File: src/hw/rtl/aabq_pkg.sv
// aabq_pkg: shared types, codes and the entry overlap test for the blocker query block
// no dependencies; imported by aabq_qbox and the top module

package aabq_pkg;

    typedef logic signed [31:0] w32_t;    // Q16.16 coordinate as stored
    typedef logic signed [32:0] cell_t;   // exact world span / cell size
    typedef logic signed [43:0] prod_t;   // voxel index times cell
    typedef logic signed [44:0] q_t;      // full-width query coordinate
    typedef logic [9:0]         vidx_t;   // voxel index on one axis

    // one blocker table entry, min x in the lowest bits
    typedef struct packed {
        logic [31:0] section;
        w32_t        max_z;
        w32_t        max_y;
        w32_t        max_x;
        w32_t        min_z;
        w32_t        min_y;
        w32_t        min_x;
    } entry_t;

    localparam int ENTRY_W = $bits(entry_t);

    localparam logic [31:0] TAG_ANY = 32'hFFFF_FFFF;

    // deepest grid level that the voxel box builder honors
    localparam int DEPTH_CAP = 10;

    // request kinds carried in tuser
    localparam logic [1:0] REQ_WRITE = 2'd0;
    localparam logic [1:0] REQ_BOX   = 2'd1;
    localparam logic [1:0] REQ_VOXEL = 2'd2;
    localparam logic [1:0] REQ_NONE  = 2'd3;

    // configuration register indexes
    localparam logic [2:0] CFG_WMIN_X = 3'd0;
    localparam logic [2:0] CFG_WMIN_Y = 3'd1;
    localparam logic [2:0] CFG_WMIN_Z = 3'd2;
    localparam logic [2:0] CFG_WMAX_X = 3'd3;
    localparam logic [2:0] CFG_WMAX_Y = 3'd4;
    localparam logic [2:0] CFG_WMAX_Z = 3'd5;
    localparam logic [2:0] CFG_DEPTH  = 3'd6;
    localparam logic [2:0] CFG_ACTIVE = 3'd7;

    typedef enum logic [1:0] {
        ST_IDLE,
        ST_VOX,
        ST_SCAN,
        ST_RESULT
    } top_state_t;

    typedef enum logic [2:0] {
        VP_IDLE,
        VP_CELL,
        VP_MUL,
        VP_MIN,
        VP_MAX
    } vox_phase_t;

    // commands from the sequencer to the query box unit
    typedef struct packed {
        logic load_box;
        logic start_vox;
    } qb_cmd_t;

    // tag filter plus inclusive overlap on all three axes
    function automatic logic entry_hit(
        input entry_t      e,
        input logic [31:0] hint,
        input q_t          qmin_x,
        input q_t          qmin_y,
        input q_t          qmin_z,
        input q_t          qmax_x,
        input q_t          qmax_y,
        input q_t          qmax_z
    );
        logic tag_ok;
        logic apart;
        tag_ok = (hint == TAG_ANY) || (e.section == TAG_ANY) || (e.section == hint);
        apart  = (qmax_x < q_t'(e.min_x)) || (qmin_x > q_t'(e.max_x)) ||
                 (qmax_y < q_t'(e.min_y)) || (qmin_y > q_t'(e.max_y)) ||
                 (qmax_z < q_t'(e.min_z)) || (qmin_z > q_t'(e.max_z));
        return tag_ok && !apart;
    endfunction

endpackage

File: src/hw/rtl/aabq_qbox.sv
// aabq_qbox: query box registers and the shared voxel box builder
// one subtract/shift, multiply or add per cycle, one axis at a time; uses aabq_pkg

module aabq_qbox
    import aabq_pkg::*;
(
    input  logic       clk,
    input  logic       rst_n,
    input  qb_cmd_t    cmd,
    input  w32_t       wmin    [3],
    input  w32_t       wmax    [3],
    input  logic [3:0] depth,
    input  vidx_t      vidx    [3],
    input  w32_t       box_min [3],
    input  w32_t       box_max [3],
    output logic       done,
    output q_t         qmin    [3],
    output q_t         qmax    [3]
);

    vox_phase_t  phase_reg, phase_next;
    logic [1:0]  axis_reg, axis_next;
    cell_t       cell_reg, cell_next;
    prod_t       prod_reg, prod_next;
    q_t          qmin_reg [3];
    q_t          qmax_reg [3];
    vidx_t       vidx_reg [3];
    logic        last_axis;
    cell_t       span;
    logic signed [10:0] vx_s;

    assign last_axis = (axis_reg == 2'd2);

    // next phase
    always_comb
    begin
        phase_next = phase_reg;
        case (phase_reg)
            VP_IDLE: if (cmd.start_vox) phase_next = VP_CELL;
            VP_CELL: phase_next = VP_MUL;
            VP_MUL:  phase_next = VP_MIN;
            VP_MIN:  phase_next = VP_MAX;
            VP_MAX:  phase_next = last_axis ? VP_IDLE : VP_CELL;
            default: phase_next = VP_IDLE;
        endcase
    end

    // phase outputs
    always_comb
    begin
        done      = 1'b0;
        axis_next = axis_reg;
        case (phase_reg)
            VP_IDLE: axis_next = 2'd0;
            VP_MAX:
            begin
                done      = last_axis;
                axis_next = last_axis ? 2'd0 : axis_reg + 2'd1;
            end
            default: axis_next = axis_reg;
        endcase
    end

    // shared datapath
    always_comb
    begin
        span      = cell_t'(wmax[axis_reg]) - cell_t'(wmin[axis_reg]);
        cell_next = (phase_reg == VP_CELL) ? (span >>> depth) : cell_reg;
        vx_s      = $signed({1'b0, vidx_reg[axis_reg]});
        prod_next = (phase_reg == VP_MUL) ? (vx_s * cell_reg) : prod_reg;
    end

    always_ff @(posedge clk or negedge rst_n)
    begin
        if (!rst_n)
        begin
            phase_reg <= VP_IDLE;
            axis_reg  <= 2'd0;
        end
        else
        begin
            phase_reg <= phase_next;
            axis_reg  <= axis_next;
        end
    end

    always_ff @(posedge clk)
    begin
        cell_reg <= cell_next;
        prod_reg <= prod_next;
        // voxel indexes are held for the whole build
        if (cmd.start_vox)
        begin
            for (int k = 0; k < 3; k++)
            begin
                vidx_reg[k] <= vidx[k];
            end
        end
        if (cmd.load_box)
        begin
            for (int k = 0; k < 3; k++)
            begin
                qmin_reg[k] <= q_t'(box_min[k]);
                qmax_reg[k] <= q_t'(box_max[k]);
            end
        end
        else if (phase_reg == VP_MIN)
        begin
            qmin_reg[axis_reg] <= q_t'(wmin[axis_reg]) + q_t'(prod_reg);
        end
        else if (phase_reg == VP_MAX)
        begin
            qmax_reg[axis_reg] <= qmin_reg[axis_reg] + q_t'(cell_reg);
        end
    end

    assign qmin = qmin_reg;
    assign qmax = qmax_reg;

endmodule

File: config.mk
export PLATFORM = sky130hd
export DESIGN_NAME = aabq_qbox
export DESIGN_NICKNAME = d
export VERILOG_FILES = /design/src/hw/rtl/aabq_pkg.sv /design/src/hw/rtl/aabq_qbox.sv
export SDC_FILE = /design/constraint.sdc
export NUM_CORES = 2
export LEC_CHECK = 0
export ABC_AREA = 0
export BUFFER_PORTS_ARGS = -buffer_cell sky130_fd_sc_hd__buf_4
export CAP_MARGIN = 20
export CORE_ASPECT_RATIO = 1.75
export CORE_MARGIN = 2
export CORE_UTILIZATION = 50
export CTS_BUF_LIST = sky130_fd_sc_hd__clkbuf_4 sky130_fd_sc_hd__clkbuf_8
export CTS_CLUSTER_DIAMETER = 150
export DETAILED_ROUTE_END_ITERATION = 16
export PLACE_DENSITY_LB_ADDON = 0.15
export SLEW_MARGIN = 20
export SYNTH_ARGS = -nofsm -noshare
export SYNTH_HDL_FRONTEND = slang
export SYNTH_SLANG_ARGS = --single-unit
File: constraint.sdc
create_clock -name clk -period 12.78 [get_ports clk]
set_input_delay 0.639 -clock clk [delete_from_list [all_inputs] [get_ports clk]]
set_output_delay 0.639 -clock clk [all_outputs]
set_load 0.05 [all_outputs]
==> key figures <==
Status
  – Status: complete, no violations

Logic synthesis
  – Main synth FF type: edfxtp_1
  – Largest family of logic cells by synthesized area: adder cells
  – Mapped Cells: 3,783
  – Post-Synth Simple-Gate Area: 0.126
  – Post-Syn Nets: between 4,000 and 5,000
  – Yosys warnings: 0
  – Mux share of post-synthesis cell area: 0.0556
  – Post-Synth XOR/XNOR Area: 0.0352
  – Post-synthesis adder-cell area fraction: 0.229
  – Synth Area in Compound Gates: 0.178
  – Post-synthesis sequential area ratio: 0.313
  – Largest area contributor in the netlist: edfxtp_1
  – Synth Register Bits: 382
  – Mapped Area: ~37,000 sq um
  – Post-synth EDFFs: 377
  – Top cells by area, synth: edfxtp_1 31%, fa_1 16%, ha_1 7.4%
  – Synth top area share: 0.309
  – Fraction of registers with async set/reset: 0.0131
  – Syn avg cell area: 9.67 sq um
  – Netlist cell types: 92

Flow run
  – Max Cap Viol: 0

Place
  – Port bufs: 692
  – Setup WS pre-CTS: 4.75 ns
  – HPWL after DPL: 106,000 microns
  – Placer Congestion: just over 1
  – Cell area after placement: ~43,000 sq um

STA
  – Final setup TNS: 0 ns
  – Slew of the pin with the lowest slew margin: 1.11 ns
  – Setup Skew: about 0.036 ns
  – Worst slew margin: 0.254
  – Setup violations, final: 0
  – Max Clk Rate: about 120 MHz
  – Slew Limit Fails: 0
  – Final worst slack: 4.62 ns
  – RSZ-0062 raised after global routing: no
  – Crit path time final: 8.16 ns
  – Final hold vios: 0
  – WHS: 0.106 ns
  – Final period utilization: 0.638

Layout
  – Layout area overhead: 19.6%
  – Total Nets Final: between 5,000 and 6,000
  – Layout cells sized above 1: 0.209
  – Fill cells: 6,422
  – Design area: 43,700 sq um

Worst setup path
  – Flop2flop setup slack: 4.62 ns
  – CP Launch Type: flip-flop
  – Crit-path cells: buf_4, nand2_1, o21ai_4, buf_4, nand2_1, fa_1, inv_1, fa_1, fa_1, fa_1, inv_1, fa_1, inv_1, ha_1, a211oi_1, o21ai_0, a311oi_1, o221ai_1, a31oi_1, o21ai_0, a21oi_1, o21bai_1, a21oi_1, xnor2_1
  – Arrival @ worst endpoint: 8.61 ns
  – Most Frequent Cell on Critical Path: fa_1
  – Buffers and inverters on the worst path: 5
  – Worst reg2reg endpoint: prod_reg[40]
  – Largest stage delay on the critical path: 0.68 ns
  – Slowest CP cell: dfrtp_4
  – Crit Path Category: flip-flop to flip-flop
  – CP endpoint kind: flip-flop
  – Crit path required time: between 10 and 15 ns
  – Depth of the most critical reg-to-reg path: 24
  – Crit-path max FO: 53
  – CP top delay family: adder cells
  – FF-to-FF Start: axis_reg[1]

Clocking
  – Clk buf depth: 3
  – Clock sink count: ~380
  – Clk Latency, worst-skew pair: 0.72 ns
  – Inserted Clock Buffers: 57
  – CTS tree: built
  – CTS HTree Levels: 2
  – CTS clk-pin slew, worst paths: 0.07 ns
  – CTS root buf: clkbuf_8
  – Setup bufs post-CTS: 0

Drt
  – Met2 routed WL: between 60,000 and 70,000 microns
  – Met1 wire length: 45,300 microns
  – Final WL: 132,000 microns
  – DRT iter0 DRCs: 2,172
  – Via count: 31,800
  – Routed wl met3: ~11,000 microns
  – Highest Signal Layer: met5
  – Pre-antenna DRT Iters: 6
  – DR vias/cell: 5.97
  – DRT antenna net count: 0
  – DRC: 0
  – Routed len/inst: ~25 microns

Worst hold path
  – Hold wc startpoint: vidx[11]
  – Hold crit path type: primary input to flip-flop
  – Hold endpoint: vidx_reg[1][1]
  – Hold Crit Depth: 1

GRT
  – First-pass GRT wire length: around 200,000 microns
  – Initial antenna violation count: 7
  – Global route overflow: 0
  – Largest net degree at the start of global routing: 107
  – Gr usage total: 0.347
  – Vias in the first global route: 32,600

Floorplanning
  – Die footprint: 75,400 sq um
  – Initial core utilization: 0.504
  – FP Rows: 131
  – Die height: 362 microns
  – Core area: 72,600 sq um
  – # IOs: 693
  – Die extent in x: 208 microns
cell families after synthesis:
| family | count (synthesis) |
|---|---|
| AOI/OAI and AO/OA | 981 |
| xor gates and xnor gates | 147 |
| adders and majority gates | 499 |
| buffers and inverters | 604 |
| DFF | 382 |
| muxes | 194 |
| and+or+nand+nor | 976 |
how the worst max path moves through the flow:
| stage | startpoint | to | slack (ns) | cells past startpoint |
|---|---|---|---|---|
| 6_report | axis_reg[1] | prod_reg[40] | 4.62 | 24 |
| 5_1_grt | axis_reg[1] | prod_reg[42] | 4.27 | 24 |
| 4_1_cts | axis_reg[1] | prod_reg[42] | 4.73 | 24 |
| 3_5_place_dp | axis_reg[1] | prod_reg[42] | 4.75 | 24 |
| 3_3_place_gp | axis_reg[1] | prod_reg[42] | 4.76 | 24 |
| 2_1_floorplan | axis_reg[0] | prod_reg[43] | 5.93 | 26 |
cell usage in the layout, fill, tap and decap left out, types with 8 or more instances in the layout:
cell,count
and3_1,19
o211ai_1,18
xnor2_1,94
buf_4,728
clkinv_2,12
inv_1,375
a21oi_2,8
ha_1,215
clkbuf_8,60
fa_1,284
o21a_1,19
a211oi_1,42
a21oi_1,217
mux2_2,13
mux2i_1,175
xor2_1,53
o21ai_0,259
o21bai_1,29
nand2_1,423
o21ai_1,11
nor2_1,155
a21o_1,82
or3_1,19
clkbuf_4,19
o31ai_1,19
nor3_1,39
nand2b_1,33
a31oi_1,19
nand4_1,19
and2_1,36
a22o_1,154
nor2b_1,139
a211o_1,8
nand3_1,41
edfxtp_1,377
cell usage after synthesis, drive strengths merged, types with 61 or more instances:
library cell,count
nand2,425
inv,378
edfxtp,377
fa,284
o21ai,278
a21oi,225
ha,215
mux2i,175
clkbuf,164
nor2,158
a22o,154
nor2b,141
xnor2,94
a21o,83
buf,61
area by class of cell:
type	count	area [sq um]	share of cell area
Multi-Input combinational cell	2797	23000	0.525
Inverter	379	1420	0.0325
Antenna cell	4	10.0	0.000229
Clock inverter	28	246	0.00563
Timing Repair Buffer	731	5510	0.126
Tap cell	931	1160	0.0266
Clock buffer	79	968	0.0221
Sequential cell	382	11500	0.262
per-layer routing:
| metal | vias to the layer above | GRT usage |
|---|---|---|
| li1 | 14400 | - |
| met1 | 15500 | 0.363 |
| met2 | 1523 | 0.624 |
| met3 | 383 | 0.0811 |
| met4 | 6 | 0.216 |
| met5 | - | 0 |
stage by stage:
stage	utilization	instances
global route	0.602	5330
finish	0.602	5331
global placement	0.585	5219
detailed placement	0.585	5219
CTS	0.602	5327
floorplan	-	3783
worst register-to-register path, stage by stage (launching register included):
cell and delay [ns]:
dfrtp_4 0.68, buf_4 0.57, nand2_1 0.21, o21ai_4 0.09, buf_4 0.41, nand2_1 0.16
fa_1 0.51, inv_1 0.06, fa_1 0.55, fa_1 0.44, fa_1 0.49, inv_1 0.05
fa_1 0.47, inv_1 0.04, ha_1 0.38, a211oi_1 0.32, o21ai_0 0.23, a311oi_1 0.58
o221ai_1 0.42, a31oi_1 0.41, o21ai_0 0.16, a21oi_1 0.30, o21bai_1 0.10, a21oi_1 0.20
xnor2_1 0.09
what timing repair did:
action / CTS / global route
resized for setup: 0 / 0
endpoints found under the hold margin: 5 / 0
hold buffers: 1 / 0
Power is left out: the tool's default activity adds up to more than one toggle a clock period on the data nets, which glitch-free logic cannot reach.
