File: config.mk
export PLATFORM = sky130hd
export DESIGN_NAME = aabq_ram
export DESIGN_NICKNAME = d
export VERILOG_FILES = /design/src/hw/rtl/aabq_ram.sv
export SDC_FILE = /design/constraint.sdc
export NUM_CORES = 1
export LEC_CHECK = 0
export BUFFER_PORTS_ARGS = -buffer_cell sky130_fd_sc_hd__buf_2
export CORE_ASPECT_RATIO = 1.25
export CORE_MARGIN = 2
export CORE_UTILIZATION = 54
export DETAILED_ROUTE_END_ITERATION = 8
export PLACE_DENSITY = 0.7
export SYNTH_ARGS = -nofsm -noshare
export SYNTH_HDL_FRONTEND = slang
export SYNTH_SLANG_ARGS = --single-unit
File: constraint.sdc
create_clock -name clk -period 4.8 [get_ports clk]
set_input_delay 0.72 -clock clk [delete_from_list [all_inputs] [get_ports clk]]
set_output_delay 0.72 -clock clk [all_outputs]
set_load 0.01 [all_outputs]
File: src/hw/rtl/aabq_ram.sv
// aabq_ram: generic single-write, single-read RAM with registered read data
// no dependencies

module aabq_ram #(
    parameter int WIDTH = 8,
    parameter int DEPTH = 16
) (
    input  logic                                     clk,
    input  logic                                     we,
    input  logic [(DEPTH > 1 ? $clog2(DEPTH) : 1)-1:0] waddr,
    input  logic [WIDTH-1:0]                         wdata,
    input  logic [(DEPTH > 1 ? $clog2(DEPTH) : 1)-1:0] raddr,
    output logic [WIDTH-1:0]                         rdata
);

    logic [WIDTH-1:0] mem [DEPTH];

    always_ff @(posedge clk)
    begin
        if (we)
        begin
            mem[waddr] <= wdata;
        end
        rdata <= mem[raddr];
    end

endmodule

==> results of run 1 <==
[how the worst max path moves through the flow]
stage / startpoint / to
2_1_floorplan: waddr[2] / mem[0][0]
3_3_place_gp: waddr[2] / mem[0][3]
3_5_place_dp: waddr[2] / mem[0][3]
4_1_cts: waddr[2] / mem[0][7]
5_1_grt: raddr[0] / rdata[1]
6_report: raddr[0] / rdata[1]
[stage by stage]
step | hold WS [ps] | std cells | utilization (%)
6_report | 663.0 | 401 | 65.51
3_5_place_dp | 658.6 | 369 | 58.12
3_3_place_gp | 643.7 | 369 | 58.12
4_1_cts | 670.3 | 401 | 65.46
2_1_floorplan | 629.3 | 229 | -
5_1_grt | 689.2 | 401 | 65.51
[worst register-to-register path, delay by kind of cell, from the launching register on]
kind / cells / cell delay [ps]
flip-flops: 1 / 400
multiplexers: 1 / 540
AND/OR/NAND/NOR: 1 / 90
AO/OA/AOI/OAI: 1 / 300
[cell type report]
| cell class | count | area (sq um) | area share [%] |
|---|---|---|---|
| Multi-Input combinational cell | 83 | 1067 | 17.66 |
| Clock buffer | 19 | 452.9 | 7.496 |
| Timing Repair Buffer | 27 | 140.1 | 2.319 |
| Sequential cell | 136 | 4004 | 66.27 |
| Tap cell | 123 | 153.9 | 2.547 |
| Clock inverter | 13 | 224.0 | 3.707 |
[metal layers]
layer	GRT usage, %	share of wire [%]
met4	9.192	2.5
met3	5.925	5.3
met5	0	0
met1	25.96	42
met2	32.79	51
[power by group through the flow]
stage          sequential [mW]  clock (mW)  combinational (mW)
2_1_floorplan             1.36           0              0.0674
3_5_place_dp              1.36           0               0.118
3_3_place_gp              1.36           0               0.116
4_1_cts                   1.34        1.47               0.119
5_1_grt                   1.34        1.52               0.127
6_report                  1.34        1.46               0.118
[cell families after synthesis]
family	share of synthesized area [%]
simple gates	3.184
flops	77.78
compound gates	2.334
mux	15.02
buf+inv	1.677
[flip-flops by register name (all words and copies together), names as in the netlist]
signal,count
rdata,8
mem,128
[Yosys cell counts, types with 2 or more instances]
library cell,n
a22oi_1,16
buf_2,3
buf_6,3
clkdlybuf4s25_2,3
dfxtp_1,8
edfxtp_1,128
mux4_1,14
mux4_2,18
nand2_1,9
nand2b_1,2
nand3b_1,2
nor2_1,13
nor3_1,4
==> results.rst, run 1 <==
.. list-table::
   :header-rows: 1

   * - Metric
     - Value
   * - Total Power
     - 2.912 mW
   * - Routed WL
     - 9483 microns
   * - Placement-stage worst setup slack
     - 2002 ps
   * - Count of hold buffers inserted by post-cts repair
     - 0
   * - Distinct cell type count after synthesis
     - 19
   * - Min-delay src
     - mem[12][3]
   * - Peak supply drop
     - 0.3095 mV
   * - Antenna violations before repair
     - 0
   * - Maximum frequency from static timing analysis
     - 435.9 MHz
   * - Number of detailed-route iterations in the first pass
     - 4
   * - Sum of overflow across all layers after global routing
     - 0
   * - Die Area
     - 10,330 sq um
   * - Worst flop-to-flop path endpoint
     - rdata[1]
   * - Layout Skew
     - 6.681 ps
   * - Post-route ant nets
     - 0
   * - Buffer cell driving the clock tree root
     - clkbuf_16
   * - Min cycle time layout
     - 2294 ps
   * - Combinational group share of total power
     - 4.0%
   * - Setup repair after global routing missed its margin
     - no
   * - Number of top-level design ports
     - 26
   * - Part of the total power dissipated in sequential elements
     - 45.9%
   * - Ranking of synthesized cells by area
     - edfxtp_1, mux4_2, mux4_1
   * - Number of design-rule violations left by the first detailed-router iteration
     - 267
   * - Std-Cell Core Area
     - 9223 sq um
   * - Top library cells by usage in the layout, fill and taps aside
     - edfxtp_1, buf_2, mux4_2
   * - Cell row count
     - 39
   * - Layout Nets
     - 283
   * - Dominant cell type by area after synthesis
     - edfxtp_1
   * - Detailed-route DRC error count
     - 0
   * - Final number of setup-violating endpoints
     - 0
   * - Placement Cell Area
     - 5360 sq um
   * - Stages on worst setup path
     - 4
   * - Global-route total usage across every layer
     - 20.34%
   * - Buf/Inv on CP
     - 1
   * - # Max-Cap Violations
     - 0
   * - Max Transition Viols Final
     - 0
   * - Average vias per placed instance
     - 6.012
   * - Share of Yosys cell area claimed by the top area cell type
     - 74.67%
   * - Total clock buffers created by CTS
     - 17
   * - Delay of the slowest cell on the worst path
     - 760 ps
   * - Number of buffers added on ports
     - 25
   * - Depth of the CTS H-tree
     - 4
   * - Flop-to-flop setup slack
     - 3350 ps
   * - Y dimension of the die
     - 113.2 microns
   * - Sequential cell area fraction in the yosys report
     - 77.78%
   * - Avg WL per Cell
     - 23.65 microns
   * - Run status
     - completed
   * - Kind of launch point of the worst setup path
     - primary input
   * - Fraction of registers with async set or reset after synthesis
     - 0%
   * - Syn nets
     - 247
   * - Detailed-route via count
     - 2,411
   * - Final Cycle Share
     - 47.80%
   * - Maximum number of pins on one net before global-route repair
     - 33
   * - Number of enable flip-flop cells after synthesis
     - 128
   * - Clock share of power
     - 50.1%
   * - Warning count from the yosys run
     - 0
   * - Clock Path Buffers
     - 2
   * - Worst path slowest cell
     - buf_2
   * - Signal arrival time at the worst endpoint
     - 2590 ps
   * - Antenna diodes
     - 0
   * - Count of instances resized after the clock tree is built
     - 0
   * - Yosys reg bits
     - 136
   * - Mean Syn Cell Area
     - 22.48 sq um
   * - Clock transition at the registers of the reported paths
     - 60 ps
   * - Post-route cell area
     - 6042 sq um
   * - Post-DP HPWL
     - 5645 microns
   * - Number of cells traversed by the worst hold path
     - 3
   * - Final Worst Setup Slack
     - 2506 ps
   * - Leading cell type in the layout, fill and taps excluded
     - edfxtp_1
   * - Cell family with the largest share of critical-path delay
     - buffers and inverters
   * - Internal power
     - 2.373 mW
   * - Final Hold Fails
     - 0
   * - Number of instances in the synthesized netlist
     - 229
   * - Type of element capturing the critical path
     - flop
   * - TritonCTS clock tree
     - built
   * - Placer congestion estimate
     - 0.7512
   * - Endpoint, Worst Hold
     - rdata[3]
   * - Startpoint of the worst-slack reg-to-reg timing path
     - mem[0][1]
   * - Sink count of the clock tree
     - 136
   * - Prevailing post-synth register cell
     - edfxtp_1
   * - Count of cells along the worst register-to-register path
     - 3
   * - Post-CTS repair timing setup buffer count
     - 0
   * - Net switching power
     - 538.9 uW
   * - Via count of the first global-routing pass
     - 2,363
   * - Share of final-layout standard cells stronger than drive strength 1
     - 28.78%
   * - CP max FO
     - 32
   * - Required time at the endpoint of the critical path
     - 5090 ps
   * - Setup Total Neg Slack
     - 0 ps
   * - Switching fraction of total power
     - 18.50%
   * - Synthesized cell area
     - 5147 sq um
   * - Width of the die
     - 91.33 microns
   * - Area Overhead vs Synth
     - 17.38%
   * - Path type of the worst min-delay path
     - reg2reg
   * - Kind of critical path
     - in2reg
   * - Relative max-transition margin
     - 31.33%
   * - Cell-by-cell listing of the critical path
     - buf_2 > mux4_1 > a22oi_1 > nand2_1
   * - Filler cell count
     - 587
   * - Global-route wire length before repair
     - 14,290 microns
   * - Initial Utilization
     - 55.81%
   * - Worst Max-Slew Pin Slew
     - 1030 ps
   * - Power per unit of standard cell area
     - 482.0 nW/um^2
   * - Lkg Pwr
     - 2.036 nW
   * - Clock network latency to the later pin of the worst-skew pair
     - 410 ps
(Power assumes the default switching activity.)
==> run 2: changes to the inputs <==
Settings changed: PLACE_DENSITY 0.7 to 0.72.
Clock period 4.8 ns to 1.9 ns, I/O delays scaled along.
==> results.rst, run 2 (synthesis gave the netlist of run 1 again) <==
.. list-table::
   :header-rows: 1

   * - Metric
     - Value
   * - Clock Path Buffers
     - 2 (unchanged)
   * - Post-route cell area
     - 6190 sq um (was 6042 sq um)
   * - Placer congestion estimate
     - 0.7787 (was 0.7512)
   * - Top library cells by usage in the layout, fill and taps aside
     - edfxtp_1, buf_4, buf_2 (was edfxtp_1, buf_2, mux4_2)
   * - Setup Total Neg Slack
     - 0 ps (unchanged)
   * - Number of buffers added on ports
     - 25 (unchanged)
   * - Post-route ant nets
     - 0 (unchanged)
   * - Post-CTS repair timing setup buffer count
     - 0 (unchanged)
   * - Path type of the worst min-delay path
     - in2reg (was reg2reg)
   * - Share of final-layout standard cells stronger than drive strength 1
     - 33.22% (was 28.78%)
   * - Total clock buffers created by CTS
     - 17 (unchanged)
   * - Power per unit of standard cell area
     - 1116 nW/um^2 (was 482.0 nW/um^2)
   * - Worst Max-Slew Pin Slew
     - 422.9 ps (was 1030 ps)
   * - Kind of launch point of the worst setup path
     - flop (was primary input)
   * - Average vias per placed instance
     - 5.728 (was 6.012)
   * - Final number of setup-violating endpoints
     - 0 (unchanged)
   * - Clock network latency to the later pin of the worst-skew pair
     - 400 ps (was 410 ps)
   * - Type of element capturing the critical path
     - flop (unchanged)
   * - Signal arrival time at the worst endpoint
     - 1660 ps (was 2590 ps)
   * - Number of detailed-route iterations in the first pass
     - 4 (unchanged)
   * - Maximum number of pins on one net before global-route repair
     - 17 (was 33)
   * - Peak supply drop
     - 0.6195 mV (was 0.3095 mV)
   * - Final Cycle Share
     - 72.06%
   * - Sink count of the clock tree
     - 136 (unchanged)
   * - Setup repair after global routing missed its margin
     - no (unchanged)
   * - Max reg flops
     - 128 (unchanged)
   * - Register bank with the most flops
     - mem (unchanged)
   * - Antenna diodes
     - 0 (unchanged)
   * - Count of cells along the worst register-to-register path
     - 3 (unchanged)
   * - Die Area
     - 10,330 sq um (unchanged)
   * - Placement Cell Area
     - 5598 sq um (was 5360 sq um)
   * - Detailed-route via count
     - 2,463 (was 2,411)
   * - Std-Cell Core Area
     - 9223 sq um (unchanged)
   * - Y dimension of the die
     - 113.2 microns (unchanged)
   * - Via count of the first global-routing pass
     - 2,466 (was 2,363)
   * - TritonCTS clock tree
     - built (unchanged)
   * - Avg WL per Cell
     - 22.85 microns (was 23.65 microns)
   * - Registers with the most flip-flops
     - mem: 128 flops, rdata: 8 flops (unchanged)
   * - Sum of overflow across all layers after global routing
     - 0 (unchanged)
   * - Post-DP HPWL
     - 6249 microns (was 5645 microns)
   * - Area Overhead vs Synth
     - 20.25% (was 17.38%)
   * - CP max FO
     - 1 (was 32)
   * - Layout Nets
     - 312 (was 283)
   * - Number of top-level design ports
     - 26 (unchanged)
   * - Count of hold buffers inserted by post-cts repair
     - 0 (unchanged)
   * - Clock transition at the registers of the reported paths
     - 50 ps (was 60 ps)
   * - # Max-Cap Violations
     - 0 (unchanged)
   * - Lkg Pwr
     - 2.151 nW (was 2.036 nW)
   * - Maximum frequency from static timing analysis
     - 730.4 MHz
   * - Detailed-route DRC error count
     - 0 (unchanged)
   * - Antenna violations before repair
     - 0 (unchanged)
   * - Final Hold Fails
     - 0 (unchanged)
   * - Global-route total usage across every layer
     - 20.84% (was 20.34%)
   * - Leading cell type in the layout, fill and taps excluded
     - edfxtp_1 (unchanged)
   * - Max Transition Viols Final
     - 0 (unchanged)
   * - Relative max-transition margin
     - 71.75% (was 31.33%)
   * - Count of instances resized after the clock tree is built
     - 0 (unchanged)
   * - Layout Skew
     - 6.837 ps (was 6.681 ps)
   * - Run status
     - completed (unchanged)
   * - Routed WL
     - 9825 microns (was 9483 microns)
   * - Required time at the endpoint of the critical path
     - 2190 ps (was 5090 ps)
   * - Depth of the CTS H-tree
     - 4 (unchanged)
   * - Cell row count
     - 39 (unchanged)
   * - Filler cell count
     - 571 (was 587)
   * - Min cycle time layout
     - 1369 ps
   * - Number of design-rule violations left by the first detailed-router iteration
     - 281 (was 267)
   * - Kind of critical path
     - reg2reg (was in2reg)
   * - Buffer cell driving the clock tree root
     - clkbuf_16 (unchanged)
   * - Initial Utilization
     - 55.81% (unchanged)
   * - Number of cells traversed by the worst hold path
     - 1 (was 3)
   * - Global-route wire length before repair
     - 14,770 microns (was 14,290 microns)
   * - Width of the die
     - 91.33 microns (unchanged)
## run 2: changes by cell type in the layout (fill, tap and decap cells not counted), sizes merged
cell    change
buf        +29
bufinv      -3
clkbuf      +5
clkinv      -2
## run 2: layer usage
layer  wire [microns]  vias up  GRT usage [%]
met1             4162     1256          28.68
met5                0        -              0
met4              105        0          8.182
li1                 -     1109              -
met2             4851       91          31.80
met3              706        7          6.391
## run 2: cell type report
type	instances	area, sq um	share of cell area (%)
Clock buffer	24	471.7	7.621
Sequential cell	136	4004	64.69
Timing Repair Buffer	56	382.9	6.186
Tap cell	123	153.9	2.486
Clock inverter	8	120.1	1.941
Multi-Input combinational cell	83	1057	17.08
## run 2: stage by stage
step / utilization [%] / cells / power (mW) / worst slack (ps) / hold WS, ps
after floorplan: - / 229 / 3.610 / 122.1 / 383.9
after global placement: 60.70 / 398 / 3.753 / 174.6 / 646.5
after detailed placement: 60.70 / 398 / 3.761 / 178.6 / 668.3
after CTS: 67.11 / 430 / 6.983 / 530.2 / 246.8
after global routing: 67.11 / 430 / 7.130 / 463.5 / 257.8
final: 67.11 / 430 / 6.909 / 530.9 / 265.3
## run 2: worst max-delay path, cell delays in order (launching register included)
cell	delay, ps
edfxtp_1	360
mux4_1	490
a22oi_1	320
nand2_1	80
## run 2: where the power goes
group,switching [mW],internal [mW]
Clock,1.08,2.12
Combinational,0.181,0.144
Sequential,0.0188,3.36
Total,1.28,5.62
## run 2: path summary, 6_finish.rpt
check / start / to / slack [ps]
setup / recovery: mem[3][1] / rdata[1] / 530
hold / removal: wdata[4] / mem[2][4] / 270
setup reg to reg: mem[3][1] / rdata[1] / 530
hold reg to reg: mem[13][2] / rdata[2] / 670
==> run 3: changes to the inputs <==
Settings changed: ABC_AREA set to 1, PLACE_DENSITY 0.72 to 0.69.
Clock period 1.9 ns to 1.3 ns, I/O delays scaled along.
==> results.rst, run 3 <==
.. list-table::
   :header-rows: 1

   * - Metric
     - Value
   * - Placer congestion estimate
     - 0.8436 (was 0.7787)
   * - Relative max-transition margin
     - 75.18% (was 71.75%)
   * - Number of cells traversed by the worst hold path
     - 3 (was 1)
   * - Final Cycle Share
     - 85.87%
   * - Mux share of post-synthesis cell area
     - 0% (was 15.02%)
   * - Max Transition Viols Final
     - 0 (unchanged)
   * - Share of Yosys cell area claimed by the top area cell type
     - 66.65% (was 74.67%)
   * - Width of the die
     - 96.43 microns (was 91.33 microns)
   * - Routed WL
     - 13,280 microns (was 9825 microns)
   * - Number of buffers added on ports
     - 25 (unchanged)
   * - Buffer cell driving the clock tree root
     - clkbuf_16 (unchanged)
   * - Average vias per placed instance
     - 5.205 (was 5.728)
   * - Delay of the slowest cell on the worst path
     - 360 ps (was 490 ps)
   * - Maximum number of pins on one net before global-route repair
     - 33 (was 17)
   * - Syn nets
     - 569 (was 247)
   * - Peak supply drop
     - 1.032 mV (was 0.6195 mV)
   * - Avg WL per Cell
     - 17.76 microns (was 22.85 microns)
   * - Prevailing post-synth register cell
     - edfxtp_1 (unchanged)
   * - Clock transition at the registers of the reported paths
     - 60 ps (was 50 ps)
   * - Sink count of the clock tree
     - 136 (unchanged)
   * - Stages on worst setup path
     - 1 (was 3)
   * - Combinational family with the most area after synthesis
     - simple AND/OR/NAND/NOR gates (was multiplexers)
   * - Clock network latency to the later pin of the worst-skew pair
     - 410 ps (was 400 ps)
   * - Layout Nets
     - 621 (was 312)
   * - Y dimension of the die
     - 119.5 microns (was 113.2 microns)
   * - Count of hold buffers inserted by post-cts repair
     - 0 (unchanged)
   * - Lkg Pwr
     - 3.032 nW (was 2.151 nW)
   * - Dominant cell type by area after synthesis
     - edfxtp_1 (unchanged)
   * - Max reg flops
     - 128 (unchanged)
   * - Cell-by-cell listing of the critical path
     - buf_2 (was mux4_1 > a22oi_1 > nand2_1)
   * - Setup Total Neg Slack
     - 0 ps (unchanged)
   * - Registers with the most flip-flops
     - mem: 128 flops, rdata: 8 flops (unchanged)
   * - CP max FO
     - 1 (unchanged)
   * - Count of cells along the worst register-to-register path
     - 6 (was 3)
   * - Mean Syn Cell Area
     - 10.47 sq um (was 22.48 sq um)
   * - Type of element capturing the critical path
     - primary output (was flop)
   * - Cell row count
     - 42 (was 39)
   * - TritonCTS clock tree
     - built (unchanged)
   * - Kind of launch point of the worst setup path
     - flop (unchanged)
   * - Final cell count without fillers
     - 748 (was 430)
   * - Number of detailed-route iterations in the first pass
     - 7 (was 4)
   * - Antenna diodes
     - 0 (unchanged)
   * - Count of instances resized after the clock tree is built
     - 0 (unchanged)
   * - Yosys reg bits
     - 136 (unchanged)
   * - Utilization after layout
     - 65.52% (was 67.11%)
   * - Worst path slowest cell
     - dfxtp_1 (was mux4_1)
   * - Detailed-route DRC error count
     - 0 (unchanged)
   * - Layout Skew
     - 5.906 ps (was 6.837 ps)
   * - Clock Path Buffers
     - 2 (unchanged)
   * - Number of top-level design ports
     - 26 (unchanged)
   * - Buf/Inv on CP
     - 1 (was 0)
   * - Fraction of registers with async set or reset after synthesis
     - 0% (unchanged)
   * - Min cycle time layout
     - 1116 ps
   * - Sequential cell area fraction in the yosys report
     - 69.43% (was 77.78%)
   * - Synthesized cell area
     - 5767 sq um (was 5147 sq um)
   * - Leading cell type in the layout, fill and taps excluded
     - nand2_1 (was edfxtp_1)
   * - Area Overhead vs Synth
     - 19.42% (was 20.25%)
   * - Number of design-rule violations left by the first detailed-router iteration
     - 379 (was 281)
   * - Required time at the endpoint of the critical path
     - 1110 ps (was 2190 ps)
   * - Post-DP HPWL
     - 8200 microns (was 6249 microns)
   * - Share of final-layout standard cells stronger than drive strength 1
     - 14.12% (was 33.22%)
   * - Setup repair after global routing missed its margin
     - no (unchanged)
   * - Commonest cells in the synthesized netlist
     - nand2_1, edfxtp_1, inv_1, nand3_1, nor2_1 (was edfxtp_1, mux4_2, a22oi_1, mux4_1, nor2_1)
   * - Worst Max-Slew Pin Slew
     - 372.3 ps (was 422.9 ps)
   * - Run status
     - completed (unchanged)
   * - Total clock buffers created by CTS
     - 17 (unchanged)
   * - Distinct cell type count after synthesis
     - 12 (was 19)
   * - Final Worst Setup Slack
     - 183.7 ps (was 530.9 ps)
   * - Adder-cell share of the synthesized area
     - 0% (unchanged)
   * - Via count of the first global-routing pass
     - 4,016 (was 2,466)
   * - Antenna violations before repair
     - 0 (unchanged)
   * - Global-route total usage across every layer
     - 25.56% (was 20.84%)
   * - Filler cell count
     - 800 (was 571)
   * - Detailed-route via count
     - 3,893 (was 2,463)
   * - Maximum frequency from static timing analysis
     - 895.8 MHz
   * - Number of instances in the synthesized netlist
     - 551 (was 229)
   * - Power per unit of standard cell area
     - 1585 nW/um^2 (was 1116 nW/um^2)
   * - Register bank with the most flops
     - mem (unchanged)
   * - Post-route ant nets
     - 0 (unchanged)
   * - Cell family with the largest share of critical-path delay
     - flip-flops (was multiplexers)
   * - Initial Utilization
     - 54.87% (was 55.81%)
   * - Final Hold Fails
     - 0 (unchanged)
   * - Placement-stage worst setup slack
     - 33.80 ps (was 178.6 ps)
   * - Placed Cells
     - 716 (was 398)
   * - Std-Cell Core Area
     - 10,510 sq um (was 9223 sq um)
   * - Kind of critical path
     - reg2out (was reg2reg)
   * - XOR/XNOR share of the synthesized area
     - 0% (unchanged)
   * - Post-CTS repair timing setup buffer count
     - 0 (unchanged)
   * - Depth of the CTS H-tree
     - 4 (unchanged)
   * - Sum of overflow across all layers after global routing
     - 0 (unchanged)
   * - Global-route wire length before repair
     - 21,100 microns (was 14,770 microns)
   * - Path type of the worst min-delay path
     - in2reg (unchanged)
   * - Signal arrival time at the worst endpoint
     - 920 ps (was 1660 ps)
   * - # Max-Cap Violations
     - 0 (unchanged)
   * - Top library cells by usage in the layout, fill and taps aside
     - nand2_1, edfxtp_1, inv_1 (was edfxtp_1, buf_4, buf_2)
   * - Ranking of synthesized cells by area
     - edfxtp_1, nand2_1, nand3_1 (was edfxtp_1, mux4_2, mux4_1)
   * - Final number of setup-violating endpoints
     - 0 (unchanged)
   * - Most used standard cell by instance count after synthesis
     - nand2_1 (was edfxtp_1)
   * - Warning count from the yosys run
     - 0 (unchanged)
   * - Die Area
     - 11,530 sq um (was 10,330 sq um)
   * - Simple logic cell fraction of the synthesized area
     - 21.05% (was 3.184%)
   * - Synthesized-area fraction occupied by ao, oa, aoi and oai cells
     - 0% (was 2.333%)
   * - Number of enable flip-flop cells after synthesis
     - 128 (unchanged)
-- run 3: report_power, final --
group	total (mW)	internal (mW)	switching [mW]
clock network	5.31	3.57	1.74
registers	4.94	4.90	0.0344
logic	0.664	0.226	0.439
total	10.9	8.70	2.22
-- run 3: area by class of cell --
| type | count | area (sq um) | area share [%] |
|---|---|---|---|
| repair buffers | 57 | 465.4 | 6.759 |
| multi-input cells | 289 | 1214 | 17.62 |
| clock buffers | 17 | 425.4 | 6.177 |
| flip-flops and latches | 136 | 4004 | 58.14 |
| clock inverters | 15 | 230.2 | 3.343 |
| well taps | 132 | 165.2 | 2.398 |
| inverters | 102 | 382.9 | 5.560 |
-- run 3: through the flow --
step           hold WS (ps)  cell area (sq um)  power, mW
5_1_grt               142.0               6887      11.21
4_1_cts               125.3               6887      10.96
2_1_floorplan         293.9               5767      5.377
3_5_place_dp          560.7               6231      5.685
6_report              139.9               6887      10.91
3_3_place_gp          555.5               6231      5.671
-- run 3: path summary, 6_finish.rpt --
path | end | slack (ps) | from
setup reg to reg | rdata[4] | 290 | mem[7][4]
setup / recovery | rdata[5] | 180 | rdata[5]
hold / removal | rdata[0] | 140 | raddr[3]
hold reg to reg | rdata[5] | 680 | mem[3][5]
-- run 3: routing by layer --
| layer | GRT usage (%) | share of wire, % | vias up | routed length (microns) |
|---|---|---|---|---|
| met4 | 12.68 | 3.8 | 0 | 510 |
| met5 | 0 | 0 | - | 0 |
| li1 | - | - | 1875 | - |
| met1 | 32.25 | 40 | 1830 | 5333 |
| met2 | 41.84 | 51 | 151 | 6725 |
| met3 | 4.959 | 5.4 | 37 | 714 |
-- run 3: kinds of logic after synthesis --
logic type | Yosys count
buf+inv | 126
flops | 136
simple gates | 289
